<file path="src/rtl/aenv_div.sv">
module aenv_div #(
  parameter int N_W = 33,
  parameter int D_W = 17
) (
  input  logic           clk,
  input  logic           rst_n,
  input  logic           start,
  input  logic [N_W-1:0] dividend,
  input  logic [D_W-1:0] divisor,
  output logic           busy,
  output logic [N_W-1:0] quotient,
  output logic [D_W-1:0] remainder
);

  localparam int CNT_W = $clog2(N_W + 1);

  logic             busy_r, busy_nxt;
  logic [CNT_W-1:0] cnt_r, cnt_nxt;
  logic [N_W-1:0]   num_r, num_nxt;
  logic [D_W-1:0]   rem_r, rem_nxt;
  logic [D_W-1:0]   den_r;
  logic [D_W:0]     trial;
  logic             fits;

  // one restoring step per cycle, quotient bits shift in behind the dividend
  assign trial = {rem_r, num_r[N_W-1]};
  assign fits  = trial >= {1'b0, den_r};

  always_comb begin
    busy_nxt = busy_r;
    cnt_nxt  = cnt_r;
    num_nxt  = num_r;
    rem_nxt  = rem_r;
    if (start) begin
      busy_nxt = 1'b1;
      cnt_nxt  = CNT_W'(N_W);
      num_nxt  = dividend;
      rem_nxt  = '0;
    end else if (busy_r) begin
      num_nxt = {num_r[N_W-2:0], fits};
      rem_nxt = fits ? D_W'(trial - {1'b0, den_r}) : trial[D_W-1:0];
      cnt_nxt = cnt_r - 1'b1;
      if (cnt_r == CNT_W'(1)) begin
        busy_nxt = 1'b0;
      end
    end
  end

  always_ff @(posedge clk) begin
    if (!rst_n) begin
      busy_r <= 1'b0;
      cnt_r  <= '0;
    end else begin
      busy_r <= busy_nxt;
      cnt_r  <= cnt_nxt;
    end
  end

  always_ff @(posedge clk) begin
    num_r <= num_nxt;
    rem_r <= rem_nxt;
    if (start) begin
      den_r <= divisor;
    end
  end

  assign busy      = busy_r;
  assign quotient  = num_r;
  assign remainder = rem_r;

endmodule

</file>
<file path="config.mk">
export PLATFORM = sky130hd
export DESIGN_NAME = aenv_div
export DESIGN_NICKNAME = d
export VERILOG_FILES = /design/src/rtl/aenv_div.sv
export SDC_FILE = /design/constraint.sdc
export NUM_CORES = 1
export LEC_CHECK = 0
export BUFFER_PORTS_ARGS = -buffer_cell sky130_fd_sc_hd__buf_2
export CAP_MARGIN = 15
export CORE_UTILIZATION = 49
export CTS_BUF_LIST = sky130_fd_sc_hd__clkbuf_2
export DETAILED_ROUTE_END_ITERATION = 8
export PLACE_DENSITY = 0.78
export SKIP_LAST_GASP = 1
export SYNTH_ARGS = -nofsm -noshare
export SYNTH_HDL_FRONTEND = slang
export SYNTH_SLANG_ARGS = --single-unit
</file>
<file path="constraint.sdc">
create_clock -name clk -period 3.1 [get_ports clk]
set_clock_uncertainty 0.15 [all_clocks]
set_input_delay 0.31 -clock clk [delete_from_list [all_inputs] [get_ports clk]]
set_output_delay 0.31 -clock clk [all_outputs]
set_load 0.05 [all_outputs]
</file>
==> results.py <==
metrics = {
    "finish": {
        "n_antenna_cell": 0,
        "num-nets-final": 592,
        "fin_util": 0.682,
        "nFillCells": 585,
        "area_growth_pct": 33.3,
        "drive_gt1_frac": 0.334,
    },
    "grt": {
        "grt_overflow": 0,
        "antenna_found_initial": 0,
        "grt_pass1_wl_microns": 17300,
        "grt_max_degree": 44,
        "grt_pass1_vias": 3542,
        "grt_use_total": 0.263,
    },
    "placed_design": {
        "portBuffers": 103,
        "dp_hpwl_microns": 6790,
        "gp_congestion": 0.868,
        "place_ws_ps": 238,
    },
    "timing": {
        "slew_headroom": 0.552,
        "rsz0062_at_grt": "no",
        "finalSetupViolCount": 0,
        "hold_slack_ps": 179,
        "worstMarginPinSlew_ps": 670,
        "hold_viol": 0,
        "finalCritPeriodShare": 0.933,
        "period_minus_slack_ps": 2890,
        "drv_slew": 0,
        "setup_ws_ps": 207,
        "fmax_mhz": 346,
        "setup_tns_ps": 0,
    },
    "synth": {
        "yosys_most_used_dff": "edfxtp_1",
        "yosys_warnings": 0,
        "synth.avg_cell_area_sq_um": 11.1,
        "syn_inst": 360,
        "synth_edf_count": 50,
        "synth_area_leaders": "edfxtp_1 38%, dfxtp_1 12%, mux2_2 9.9%",
        "synthArstFlopShare": 0,
        "yosys.area.top_type": "edfxtp_1",
        "yosysMostFrequentCell": "edfxtp_1",
        "syn-num-nets": 433,
        "ys_types": 57,
        "ys_top_cells_by_count": "50 x edfxtp_1, 35 x mux2_2, 28 x nor2_1, 27 x nand2_1",
        "yosysTopAreaCellShare": 0.376,
        "ys_seq_elements": 74,
        "synth.cell_area_sq_um": 3990,
        "ys_seq_area_frac": 0.497,
    },
    "pwr": {
        "internal-power_uw": 1840,
        "p_switching_uw": 889,
        "combPwrFrac": 0.266,
        "switching_share": 0.326,
        "pwr-share-clk": 0.293,
        "p_leak_uw": 0.00223,
        "peakVddDrop_v": 0.000342,
        "p_per_area_nw_per_um2": 513,
        "power_frac_seq": 0.442,
        "p_total_uw": 2730,
    },
    "clocking": {
        "cts_made_buffers": 9,
        "root_buffer": "clkbuf_2",
        "cts_sinks": 74,
        "cts_setup_buffers": 0,
        "cts.path.max_buffers": 2,
        "clock_latency_ps": 520,
        "cts_tree": "built",
        "clkSlewWorstSetupHoldPaths_ps": 230,
        "htree_num_levels": 3,
    },
    "floorplan": {
        "start_util": 0.511,
        "die_area_sq_um": 8510,
        "rows": 32,
        "core-area_sq_um": 7810,
        "die_y_microns": 92.3,
        "top_level_ports": 104,
        "die_w_microns": 92.3,
    },
    "hold_path": {
        "hold_path.class": "in2reg",
        "worstHoldStart": "start",
        "hold_depth": 4,
        "holdPathEnd": "remainder[9]$_SDFFE_PP0P_",
    },
    "drt": {
        "wl_per_cell_microns": 16.6,
        "firstDrtPassIters": 4,
        "vias": 3482,
        "route.detailed.drc": 0,
        "drt-initial-drc-count": 201,
        "routed_via_density": 5.56,
        "ant_nets": 0,
        "finalWirelength_microns": 10400,
    },
    "worst_setup_path": {
        "path_max_fanout": 3,
        "required_ps": 3440,
        "rrSetupSlack_ps": 210,
        "cp.arrival_ps": 3230,
        "worstSetupEndpointType": "flip-flop",
        "rr_worst_depth": 10,
        "r2r_end": "remainder[16]$_SDFFE_PP0P_",
        "critPathKind": "reg2reg",
        "cp-start-kind": "flip-flop",
        "r2r-start": "quotient[32]$_DFFE_PP_",
    },
    "status": {
        "status": "complete, no violations",
    },
    "run": {
        "cap_violations": 0,
    },
}
-- routing by layer --
layer	track usage	share of wire	vias to the layer above
li1	-	-	1666
met1	0.324	0.41	1650
met2	0.449	0.49	148
met3	0.0688	0.077	18
met4	0.0807	0.019	0
met5	0	0	-
-- worst max-delay path by stage --
stage	start	end	slack, ps	depth (start not counted)
final	quotient[32]$_DFFE_PP_	remainder[16]$_SDFFE_PP0P_	210	10
after global routing	quotient[32]$_DFFE_PP_	remainder[16]$_SDFFE_PP0P_	60	10
after CTS	quotient[32]$_DFFE_PP_	remainder[16]$_SDFFE_PP0P_	200	10
after detailed placement	quotient[32]$_DFFE_PP_	remainder[16]$_SDFFE_PP0P_	240	10
after global placement	quotient[32]$_DFFE_PP_	remainder[16]$_SDFFE_PP0P_	340	10
after floorplan	quotient[32]$_DFFE_PP_	remainder[16]$_SDFFE_PP0P_	150	10
-- cell usage in the layout, fill, tap and decap left out, types with 3 or more instances in the layout --
cell type / Yosys / routed
nand2_1: 27 / 27
xnor2_1: 11 / 11
bufinv_16: 0 / 4
nor2_1: 28 / 28
nand2b_1: 5 / 5
nand3_1: 11 / 11
xor2_1: 4 / 4
buf_4: 1 / 7
inv_1: 24 / 24
mux2_2: 35 / 35
o211ai_1: 3 / 3
o21ai_0: 13 / 13
clkbuf_2: 0 / 9
nor3_1: 3 / 3
a311oi_1: 9 / 9
nor2b_1: 4 / 4
a21oi_1: 20 / 20
dlygate4sd3_1: 0 / 51
buf_2: 2 / 103
ha_1: 19 / 19
nand4_1: 4 / 4
edfxtp_1: 50 / 50
a21oi_2: 3 / 3
o21ai_1: 7 / 7
dfxtp_1: 24 / 24
-- timing repair --
item | 4_1_cts | 5_1_grt
endpoints found under the hold margin | 57 | 0
resized for setup | 0 | 0
hold buffers | 51 | 0
-- power groups by stage --
stage               Sequential [uW]  Combinational [uW]  Clock [uW]
global route                   1220                 778         845
global placement               1220                 648           0
finish                         1210                 725         798
CTS                            1200                 716         807
floorplan                      1420                 298           0
detailed placement             1220                 664           0
-- worst max-delay path, stage by stage (launching register included) --
cell,delay [ps]
edfxtp_1,430
inv_1,90
ha_1,170
inv_1,60
fa_1,400
a21oi_1,280
o211ai_2,150
a21oi_1,250
mux2_2,390
a2111oi_4,320
a221o_1,190
-- registers in the layout, indices dropped and copies added, names as in the netlist --
name and flops:
quotient 33, den_r 17, remainder 17, cnt_r 6, busy 1
-- final cells by class --
type                       count  area (sq um)  share of cell area
tap                          102           128              0.0240
clock buffer                   9          45.0             0.00846
clock inverter                 7           141              0.0266
inverter                      24          90.1              0.0169
sequential                    74          1980               0.372
timing repair buffer         161          1080               0.203
multi-input combinational    249          1860               0.349
-- cells by family (layout without fill, tap and decap cells) --
| kind of cell | after synthesis | count (layout) | share of synthesized area |
|---|---|---|---|
| xor+xnor | 15 | 15 | 0.0329 |
| mux | 35 | 35 | 0.0987 |
| compound gates | 84 | 84 | 0.155 |
| fa+ha+maj | 20 | 20 | 0.0646 |
| flops | 74 | 74 | 0.497 |
| buf+inv | 37 | 201 | 0.0382 |
| simple gates | 95 | 95 | 0.114 |
-- per-stage QoR --
step           area [sq um]  cells
5_1_grt                5320    626
2_1_floorplan          3990    360
6_report               5320    626
3_5_place_dp           4620    559
3_3_place_gp           4620    559
4_1_cts                5320    626
(Power assumes the default switching activity.)
